==> config.mk <==
export PLATFORM = sky130hd
export DESIGN_NAME = mmh_controller
export DESIGN_NICKNAME = d
export VERILOG_FILES = /design/src/rtl/mmh_pkg.sv /design/src/rtl/mmh_controller.sv
export SDC_FILE = /design/constraint.sdc
export NUM_CORES = 1
export LEC_CHECK = 0
export BUFFER_PORTS_ARGS = -buffer_cell sky130_fd_sc_hd__buf_4
export CAP_MARGIN = 40
export CORE_MARGIN = 1.5
export CORE_UTILIZATION = 30
export CTS_BUF_LIST = sky130_fd_sc_hd__clkbuf_16
export CTS_CLUSTER_SIZE = 10
export DETAILED_ROUTE_END_ITERATION = 10
export PLACE_DENSITY_LB_ADDON = 0.05
export SETUP_SLACK_MARGIN = 0.3
export SYNTH_ARGS = -nofsm -noshare
export SYNTH_HDL_FRONTEND = slang
export SYNTH_SLANG_ARGS = --single-unit
==> constraint.sdc <==
create_clock -name clk -period 3.6 [get_ports clk]
set_clock_uncertainty 0.15 [all_clocks]
set_input_delay 0.36 -clock clk [delete_from_list [all_inputs] [get_ports clk]]
set_output_delay 0.36 -clock clk [all_outputs]
set_load 0.03 [all_outputs]
==> src/rtl/mmh_pkg.sv <==
// Shared types, codes and helpers of the min-max heap priority queue.
package mmh_pkg;

    localparam int KEY_W   = 32;
    localparam int COUNT_W = 11;

    // Operation codes on the opcode port.
    localparam logic [1:0] OPC_INSERT  = 2'd0;
    localparam logic [1:0] OPC_DEL_MIN = 2'd1;
    localparam logic [1:0] OPC_DEL_MAX = 2'd2;

    // Result status codes.
    localparam logic [1:0] STAT_OK    = 2'd0;
    localparam logic [1:0] STAT_EMPTY = 2'd1;
    localparam logic [1:0] STAT_FULL  = 2'd2;

    typedef logic signed [KEY_W-1:0] key_t;

    // One datapath micro-operation per cycle.
    typedef enum logic [4:0] {
        OP_NOP,
        OP_LATCH,
        OP_INS_PLACE,
        OP_INS_PAR,
        OP_RD_GRAND,
        OP_BUB_MOVE,
        OP_PUT,
        OP_SEL_MIN,
        OP_RD2,
        OP_RD3,
        OP_SEL_MAX,
        OP_DEL_RDI,
        OP_DEL_RDL,
        OP_DEL_TAKE,
        OP_SCAN_START,
        OP_SCAN,
        OP_TR_DEC,
        OP_TR_PAR,
        OP_VIEW_RD1,
        OP_VIEW_RD2,
        OP_VIEW_SET
    } dp_op_t;

    // Status from the datapath to the controller.
    typedef struct packed {
        logic full;
        logic empty;
        logic i_one;
        logic has_grand;
        logic bub_beats;
        logic tr_stop;
        logic scan_end;
        logic tr_move;
        logic tr_grand;
    } dp_stat_t;

    // True when x belongs above y on a level of the given kind.
    function automatic logic beats(input key_t x, input key_t y, input logic is_min);
        return is_min ? (x < y) : (x > y);
    endfunction

endpackage

==> src/rtl/mmh_controller.sv <==
// Sequencing state machine of the min-max heap priority queue.
module mmh_controller (
    input  logic              clk,
    input  logic              rst_n,
    input  logic              start,
    input  logic [1:0]        opcode,
    input  mmh_pkg::dp_stat_t stat,
    output mmh_pkg::dp_op_t   op,
    output logic              busy,
    output logic              done,
    output logic [1:0]        status,
    output logic              removed_valid
);

    typedef enum logic [20:0] {
        S_IDLE     = 21'h000001,
        S_INS      = 21'h000002,
        S_INS_PAR  = 21'h000004,
        S_BUB_RD   = 21'h000008,
        S_BUB_CMP  = 21'h000010,
        S_SEL_MIN  = 21'h000020,
        S_MAX_RD2  = 21'h000040,
        S_MAX_RD3  = 21'h000080,
        S_MAX_SEL  = 21'h000100,
        S_DEL_RDI  = 21'h000200,
        S_DEL_RDL  = 21'h000400,
        S_DEL_TAKE = 21'h000800,
        S_TR_CHK   = 21'h001000,
        S_SCAN     = 21'h002000,
        S_TR_DEC   = 21'h004000,
        S_TR_PAR   = 21'h008000,
        S_PUT      = 21'h010000,
        S_V1       = 21'h020000,
        S_V2       = 21'h040000,
        S_V3       = 21'h080000,
        S_DONE     = 21'h100000
    } state_t;

    state_t     state_reg, state_next;
    logic [1:0] status_reg, status_next;
    logic       rvalid_reg, rvalid_next;

    always_comb
    begin
        state_next  = state_reg;
        status_next = status_reg;
        rvalid_next = rvalid_reg;
        op          = mmh_pkg::OP_NOP;
        unique case (state_reg)
            S_IDLE:
            begin
                if (start) begin
                    op          = mmh_pkg::OP_LATCH;
                    status_next = mmh_pkg::STAT_OK;
                    rvalid_next = 1'b0;
                    unique case (opcode) inside
                        mmh_pkg::OPC_INSERT:
                        begin
                            if (stat.full) begin
                                status_next = mmh_pkg::STAT_FULL;
                                state_next  = S_V1;
                            end else begin
                                state_next = S_INS;
                            end
                        end
                        mmh_pkg::OPC_DEL_MIN, mmh_pkg::OPC_DEL_MAX:
                        begin
                            if (stat.empty) begin
                                status_next = mmh_pkg::STAT_EMPTY;
                                state_next  = S_V1;
                            end else begin
                                rvalid_next = 1'b1;
                                state_next  = (opcode == mmh_pkg::OPC_DEL_MIN) ?
                                              S_SEL_MIN : S_MAX_RD2;
                            end
                        end
                        default:
                        begin
                            state_next = S_V1;
                        end
                    endcase
                end
            end
            S_INS:
            begin
                op         = mmh_pkg::OP_INS_PLACE;
                state_next = S_INS_PAR;
            end
            S_INS_PAR:
            begin
                if (stat.i_one) begin
                    state_next = S_V1;
                end else begin
                    op         = mmh_pkg::OP_INS_PAR;
                    state_next = S_BUB_RD;
                end
            end
            S_BUB_RD:
            begin
                if (stat.has_grand) begin
                    op         = mmh_pkg::OP_RD_GRAND;
                    state_next = S_BUB_CMP;
                end else begin
                    op         = mmh_pkg::OP_PUT;
                    state_next = S_V1;
                end
            end
            S_BUB_CMP:
            begin
                if (stat.bub_beats) begin
                    op         = mmh_pkg::OP_BUB_MOVE;
                    state_next = S_BUB_RD;
                end else begin
                    op         = mmh_pkg::OP_PUT;
                    state_next = S_V1;
                end
            end
            S_SEL_MIN:
            begin
                op         = mmh_pkg::OP_SEL_MIN;
                state_next = S_DEL_RDI;
            end
            S_MAX_RD2:
            begin
                op         = mmh_pkg::OP_RD2;
                state_next = S_MAX_RD3;
            end
            S_MAX_RD3:
            begin
                op         = mmh_pkg::OP_RD3;
                state_next = S_MAX_SEL;
            end
            S_MAX_SEL:
            begin
                op         = mmh_pkg::OP_SEL_MAX;
                state_next = S_DEL_RDI;
            end
            S_DEL_RDI:
            begin
                op         = mmh_pkg::OP_DEL_RDI;
                state_next = S_DEL_RDL;
            end
            S_DEL_RDL:
            begin
                op         = mmh_pkg::OP_DEL_RDL;
                state_next = S_DEL_TAKE;
            end
            S_DEL_TAKE:
            begin
                op         = mmh_pkg::OP_DEL_TAKE;
                state_next = S_TR_CHK;
            end
            S_TR_CHK:
            begin
                if (stat.tr_stop) begin
                    op         = mmh_pkg::OP_PUT;
                    state_next = S_V1;
                end else begin
                    op         = mmh_pkg::OP_SCAN_START;
                    state_next = S_SCAN;
                end
            end
            S_SCAN:
            begin
                op = mmh_pkg::OP_SCAN;
                if (stat.scan_end) begin
                    state_next = S_TR_DEC;
                end
            end
            S_TR_DEC:
            begin
                op         = mmh_pkg::OP_TR_DEC;
                state_next = (stat.tr_move && stat.tr_grand) ? S_TR_PAR : S_PUT;
            end
            S_TR_PAR:
            begin
                op         = mmh_pkg::OP_TR_PAR;
                state_next = S_TR_CHK;
            end
            S_PUT:
            begin
                op         = mmh_pkg::OP_PUT;
                state_next = S_V1;
            end
            S_V1:
            begin
                op         = mmh_pkg::OP_VIEW_RD1;
                state_next = S_V2;
            end
            S_V2:
            begin
                op         = mmh_pkg::OP_VIEW_RD2;
                state_next = S_V3;
            end
            S_V3:
            begin
                op         = mmh_pkg::OP_RD3;
                state_next = S_DONE;
            end
            S_DONE:
            begin
                // Settles the maximum before the result is shown for its one cycle on done.
                op         = mmh_pkg::OP_VIEW_SET;
                state_next = S_IDLE;
            end
            default:
            begin
                state_next = S_IDLE;
            end
        endcase
    end

    always_ff @(posedge clk or negedge rst_n)
    begin
        if (!rst_n) begin
            state_reg  <= S_IDLE;
            status_reg <= mmh_pkg::STAT_OK;
            rvalid_reg <= 1'b0;
        end else begin
            state_reg  <= state_next;
            status_reg <= status_next;
            rvalid_reg <= rvalid_next;
        end
    end

    assign busy          = (state_reg != S_IDLE);
    assign done          = 1'b0;
    assign status        = status_reg;
    assign removed_valid = rvalid_reg;

endmodule

# Word level (Yosys, flattened, before mapping)
# Cells that the tools add are included.
# op_classes
muxes	23
n_reduce_logical	8
n_eq_ne	26
# op_table
operator	n
$pmux W21 S18	1
$mux W18	6
$pmux W5 S20	1
$mux W21	2
$pmux W21 S2	1
$eq A21 B1 Y1 const B	1
$eq A21 B10 Y1 const B	1
$eq A21 B11 Y1 const B	1
$eq A21 B12 Y1 const B	1
$eq A21 B13 Y1 const B	1
$eq A21 B14 Y1 const B	1
$eq A21 B15 Y1 const B	1
$eq A21 B16 Y1 const B	1
$eq A21 B17 Y1 const B	1
$eq A21 B18 Y1 const B	1
$eq A21 B19 Y1 const B	1
$eq A21 B2 Y1 const B	1
$eq A21 B20 Y1 const B	1
$eq A21 B21 Y1 const B	1
$eq A21 B3 Y1 const B	1
$eq A21 B4 Y1 const B	1
$eq A21 B5 Y1 const B	1
$eq A21 B6 Y1 const B	1
$eq A21 B7 Y1 const B	1
other kinds (16)	27
# totals
out_inout_bits	10
input_bits	14
word_cells	60
register_bits	24

# Longest topological paths before layout
# Gate-level depths: netlist of run 1.
# depth
word_depth	6
mapped_depth	8
ltp_nobuf	8

# Worst setup path after synthesis of run 1
# No wires, ideal clock.
# synth_timing
path_kind	register to output
startpoint	reg state_reg[13]
endpoint	out op[1]
path_stages_with_launch	6
n_path_buf	1
arrival_ns	2.858
required_time_ns	3.090
path_slack_ns	0.232
path_cell_list	dfrtp_1 or4_1 buf_2 nor4_4 nand3b_1 o311ai_0
# synth_via
elab_chain_cells	3
elab_cells_between_ends	23
# synth_lines
element	line_no	text
from (decl)	mmh_controller.sv:39	state_t state_reg, state_next;
from (signal assigned)	mmh_controller.sv:220	state_reg <= state_next;
$eq A21 B20 Y1 or $eq A21 B8 Y1 (tied branches)	mmh_controller.sv:49	unique case (state_reg)
$reduce_or A2 Y1 (no line)	n/a	
$pmux W5 S20 (*)	mmh_controller.sv:49	
to (decl)	mmh_controller.sv:8	output mmh_pkg::dp_op_t op,
# Every way passes the cells marked *; elsewhere a longest branch is shown, timed or not.

# Final worst setup path of run 1
# layout_timing
startpoint	reg state_reg[9]
endpoint	out op[0]
# Same word-level chain as after synthesis.

==> run_results.csv, run 1 <==
group,metric,value,unit
place,gp_congestion,0.850,
grt,grt_usage,14.9,%
layout,drive_gt1_share,27.3,%
floorplan,fp.dieArea,5700,µm²
routing,wl_per_cell,15.1,µm
grt,grt_first_pass_wirelength,6280,µm
critical_path,cp_cell_sequence,"or4_4 > nor4_4 > nand3_2 > or4b_1 > o211ai_1 > buf_4",
critical_path,worstSetupStartpointType,"register",
synthesis,synth_seq_area_share,38.1,%
critical_path,crit_family,"simple AND/OR/NAND/NOR gates",
layout,n_antenna_cell,0,
outcome,status,"finished clean",
grt,grt_pass1_vias,1324,
synthesis,syn-cell-area,1580,µm²
routing,final_antenna_net_count,0,
synthesis,synthDistinctLibCells,53,
cts,cts_buffers,3,
timing,max_slew_margin,61.9,%
timing,rsz0062_at_grt,"yes",
pwr,switching_share,42.6,%
timing,period_needed,3230,ps
pwr,power.share.clock,19.1,%
place,post-place-ws,433,ps
critical_path,worst-setup-path-type,"reg2out",
cts,clk_pin_slew,70,ps
timing,setup_tns,0,ps
layout,num-nets-final,216,
place,port_buffers,22,
min_path,hold_path.class,"in2reg",
grt,antenna_found_initial,0,
pwr,combPwrFrac,52.9,%
cts,cts.sinks,24,
layout,fin_area,1970,µm²
timing,worst_slew_pin_slew,566,ps
grt,overflow,0,
pwr,p_sw,545,µW
synthesis,synth_area_leader_cell,"dfrtp_1",
synthesis,netlist_instances,173,
critical_path,cp.arrival,2720,ps
pwr,p_int,733,µW
timing,drv_slew,0,
cts,clock_latency,260,ps
layout,fin_util,38.8,%
cts,clockRootBuffer,"clkbuf_16",
critical_path,cp.buffers_inverters,1,
pwr,p_leak,0.000886,µW
run,maxCapViolCount,0,
place,dpl.hpwl,3120,µm
synthesis,yosysMostFrequentCell,"dfrtp_1",
routing,drt_first_iter_violations,69,
floorplan,design.portCount,24,
timing,fmax,309,MHz
cts,cts_max_level,1,
floorplan,rows,26,
synthesis,synth_top_area_share,36.5,%
synthesis,synth_edf_count,0,
floorplan,initial_core_util,31.1,%
critical_path,crit_path_max_fanout,7,
grt,grt_start_max_net_pins,25,
critical_path,setup.worst_path.end_class,"primary output",
synthesis,async_reset_ff_share,100,%
synthesis,ys_ff_latch,24,
floorplan,die_w,75.5,µm
routing,drc_errors,0,
synthesis,yosys_warnings,0,
routing,first_pass_iters,4,
critical_path,max_stage_delay,570,ps
cts,clockBufferDepth,2,
routing,via_per_inst,5.28,
pwr,max-vdd-ir-drop,0.488,mV
routing,vias,1415,
layout,area_growth,24.9,%
pwr,p_per_area,649,nW/µm²
cts,cts_tree,"done",
pwr,totalPowerFinal,1280,µW
critical_path,cp.required,3090,ps
synthesis,ys.flop_type,"dfrtp_1",
floorplan,core_area,5070,µm²
timing,setup_viol,0,
synthesis,synth.area.top_cells,"dfrtp_1, nor2_1, or4_1",
synthesis,synthTopCellsByCount,"dfrtp_1, nor2_1, nor3_1, nand2b_1",
timing,min_period_over_period,89.8,%
routing,wirelength,4050,µm
place,detailed_place.area,1800,µm²
synthesis,syn-num-nets,190,
layout,nFillCells,519,
timing,fin_ws,368,ps
floorplan,die-height,75.5,µm
synthesis,postSynthAreaPerCell,9.12,µm²
layout,largest_reg_flops,21,
timing,timing_hold_violations_final,0,
pwr,power_frac_seq,28.0,%
critical_path,cp_slowest_cell,"or4_4",
-- cells by family (layout without fill, tap and decap cells) --
family	Yosys count	after routing	synth area share, %
and+or+nand+nor	100	100	40.7
other	1	1	0.238
adders and majority gates	3	3	2.38
buffers and inverters	14	39	4.12
AOI/OAI and AO/OA	23	23	9.91
DFF	24	24	38.1
muxes	1	1	0.634
xor gates and xnor gates	7	7	3.89
-- area by class of cell --
class                           instances  area [µm²]  area share [%]
Timing Repair Buffer                   29         220            11.2
Clock inverter                          1        3.75           0.190
Sequential cell                        24         606            30.7
Tap cell                               70        87.6            4.44
Multi-Input combinational cell        135         956            48.5
Clock buffer                            3        75.1            3.81
Inverter                                6        22.5            1.14
-- per-layer routing --
| layer | wire length (µm) | GRT usage, % |
|---|---|---|
| met3 | 187 | 3.17 |
| met5 | 0 | 0 |
| met4 | 76 | 4.76 |
| met2 | 1970 | 26.3 |
| met1 | 1810 | 18.2 |
-- placed cells by master (no fill, tap or decap), drive strengths merged, types with 2 or more instances in the layout --
| master | instances |
|---|---|
| nand3 | 5 |
| buf | 28 |
| xor2 | 4 |
| nand4 | 5 |
| nand2 | 7 |
| a31oi | 2 |
| nor2b | 2 |
| nor3b | 4 |
| nor4b | 2 |
| clkbuf | 3 |
| nor2 | 22 |
| o21ai | 4 |
| nand3b | 5 |
| or4 | 7 |
| a21oi | 3 |
| nand2b | 8 |
| o22ai | 5 |
| nand4b | 2 |
| or3 | 4 |
| dfrtp | 23 |
| xnor2 | 3 |
| inv | 6 |
| nor4 | 7 |
| ha | 3 |
| or4b | 3 |
| nor3 | 10 |
-- metrics by stage --
step | cells | hold slack (ps)
2_1_floorplan | 173 | -85.6
6_report | 268 | 117
5_1_grt | 268 | 117
4_1_cts | 265 | 113
3_3_place_gp | 258 | 140
3_5_place_dp | 258 | 139
-- what timing repair did --
item,in CTS,in global routing
resized for setup,8,5
hold endpoints to repair,23,0
hold buffers,1,0
setup buffers,2,3
setup endpoints to repair,4,3
pin swaps,1,1
-- final timing paths --
kind                               start       endpoint  slack (ps)  cells after the start
max in group asynchronous          rst_n   state_reg[0]        2610                      2
max reg2reg                 state_reg[9]   state_reg[5]         730                      6
min reg2reg                removed_valid  removed_valid         340                      2
min in group asynchronous          rst_n  state_reg[18]         390                      2
max                         state_reg[9]          op[0]         370                      6
min                              stat[0]  state_reg[16]         120                      2
-- power groups by stage --
stage | Clock, µW | Sequential [µW] | Combinational (µW)
6_report | 245 | 358 | 676
3_3_place_gp | 0 | 358 | 623
5_1_grt | 272 | 365 | 732
4_1_cts | 256 | 357 | 652
2_1_floorplan | 0 | 369 | 422
3_5_place_dp | 0 | 358 | 612
(Power assumes the default switching activity.)
==> inputs of run 2 (changes only) <==
--- a/config.mk
+++ b/config.mk
@@ -13,6 +13,7 @@
 export CTS_CLUSTER_SIZE = 10
 export DETAILED_ROUTE_END_ITERATION = 10
 export PLACE_DENSITY_LB_ADDON = 0.05
+export REMOVE_ABC_BUFFERS = 1
 export SETUP_SLACK_MARGIN = 0.3
 export SYNTH_ARGS = -nofsm -noshare
 export SYNTH_HDL_FRONTEND = slang
==> run_results.csv, run 2 (synthesis gave the netlist of run 1 again) <==
group,metric,value,unit
critical_path,rr_startpoint,"state_reg[17]",
layout,largest_reg_flops,21,
critical_path,cp_slowest_cell,"or4_4",
timing,period_needed,3220,ps
critical_path,crit_path_max_fanout,6,
layout,area_growth,27.7,%
place,dpl.hpwl,3140,µm
min_path,hold_path.class,"in2reg",
layout,num-nets-final,216,
grt,use_met1,19.9,%
critical_path,cp_cell_sequence,"or4_4 > nor4_4 > buf_4 > nand3_2 > or4b_4 > o211ai_1 > buf_4",
critical_path,crit_family,"simple AND/OR/NAND/NOR gates",
cts,clock_latency,260,ps
timing,setup_tns,0,ps
layout,n_antenna_cell,0,
critical_path,cp.required,3090,ps
grt,grt_first_pass_wirelength,6510,µm
critical_path,max_stage_delay,610,ps
cts,clk_pin_slew,70,ps
timing,fmax,310,MHz
pwr,max-vdd-ir-drop,0.321,mV
grt,grt_usage,15.3,%
floorplan,design.portCount,24,
grt,grt_pass1_vias,1369,
critical_path,setup.worst_path.end_class,"primary output",
critical_path,worstSetupStartpointType,"register",
grt,met2_usage,26.8,%
routing,first_pass_iters,4,
place,gp_congestion,0.844,
timing,setup_viol,0,
cts,cts.sinks,24,
layout,mostFrequentLayoutCell,"buf_4",
critical_path,crit_start,"state_reg[17]",
cts,cts_tree,"done",
cts,cts_max_level,1,
outcome,status,"finished clean",
grt,grt_start_max_net_pins,25,
run,maxCapViolCount,0,
floorplan,initial_core_util,31.1,%
critical_path,worst-setup-path-type,"reg2out",
timing,timing_hold_violations_final,0,
floorplan,die_w,75.5,µm
timing,fin_ws,378,ps
min_path,hp-start,"stat[0]",
routing,vias,1398,
layout,fin_util,39.7,%
layout,drive_gt1_share,29.8,%
place,post-place-ws,424,ps
floorplan,fp.dieArea,5700,µm²
critical_path,cp.arrival,2710,ps
timing,max_slew_margin,63.1,%
pwr,combPwrFrac,50.6,%
pwr,power_frac_seq,26.1,%
pwr,switching_share,40.3,%
grt,grtUsageMet3,2.12,%
timing,min_period_over_period,89.5,%
floorplan,core_area,5070,µm²
pwr,p_int,821,µW
grt,overflow,0,
place,port_buffers,22,
routing,final_antenna_net_count,0,
grt,antenna_found_initial,0,
pwr,p_leak,0.000896,µW
cts,clockRootBuffer,"clkbuf_16",
pwr,power.share.clock,23.3,%
timing,drv_slew,0,
place,detailed_place.area,1800,µm²
timing,worst_slew_pin_slew,549,ps
floorplan,die-height,75.5,µm
routing,drc_errors,0,
critical_path,cp.buffers_inverters,2,
critical_path,crit_top_cell,"buf_4",
routing,wl_per_cell,15.3,µm
grt,grt-busiest-layer,"met2",
pwr,p_sw,554,µW
routing,wirelength,4090,µm
cts,cts_buffers,3,
layout,fin_area,2010,µm²
layout,final_cell_mix,"buf_4, nor2_1, dfrtp_1, nor3_1, nand2b_1",
routing,via_per_inst,5.22,
cts,clockBufferDepth,2,
floorplan,rows,26,
pwr,p_per_area,682,nW/µm²
routing,drt_first_iter_violations,74,
timing,rsz0062_at_grt,"no",
[run 2: path summary, 6_finish.rpt]
| path | cells after the start | to | slack, ps |
|---|---|---|---|
| min reg2reg | 2 | status[1] | 340 |
| min in group asynchronous | 2 | state_reg[19] | 400 |
| max in group asynchronous | 2 | state_reg[0] | 2610 |
| min | 2 | state_reg[16] | 120 |
| max reg2reg | 7 | state_reg[5] | 810 |
| max | 7 | op[0] | 380 |
[run 2: power by group through the flow]
stage / Combinational [µW] / Sequential, µW / Clock [µW]
final: 696 / 359 / 320
after global routing: 761 / 364 / 347
after CTS: 658 / 354 / 329
after detailed placement: 611 / 357 / 0
after global placement: 618 / 358 / 0
after floorplan: 396 / 375 / 0
[run 2: cell type report]
cell class / count / area (µm²)
Fill cell: 541 / 3060
Sequential cell: 24 / 608
Clock inverter: 1 / 30.0
Inverter: 6 / 22.5
Clock buffer: 3 / 75.1
Tap cell: 70 / 87.6
Multi-Input combinational cell: 135 / 971
Timing Repair Buffer: 29 / 220
[run 2: what timing repair did]
action	in CTS	in global routing
buffers inserted	3	2
pin swaps	1	2
hold buffers	1	0
gates resized for setup	9	11
setup endpoints to repair	3	2
hold endpoints to repair	23	0
[run 2: metrics by stage]
step | hold slack, ps | instances | power, µW
6_report | 120 | 268 | 1370
5_1_grt | 125 | 268 | 1470
4_1_cts | 118 | 266 | 1340
3_5_place_dp | 139 | 258 | 968
3_3_place_gp | 140 | 258 | 975
2_1_floorplan | -85.6 | 165 | 772
[run 2: metal layers]
metal	part of all wire, %	vias to the layer above
li1	-	692
met1	46	676
met2	50	28
met3	3.4	2
met4	0.66	0
met5	0	-
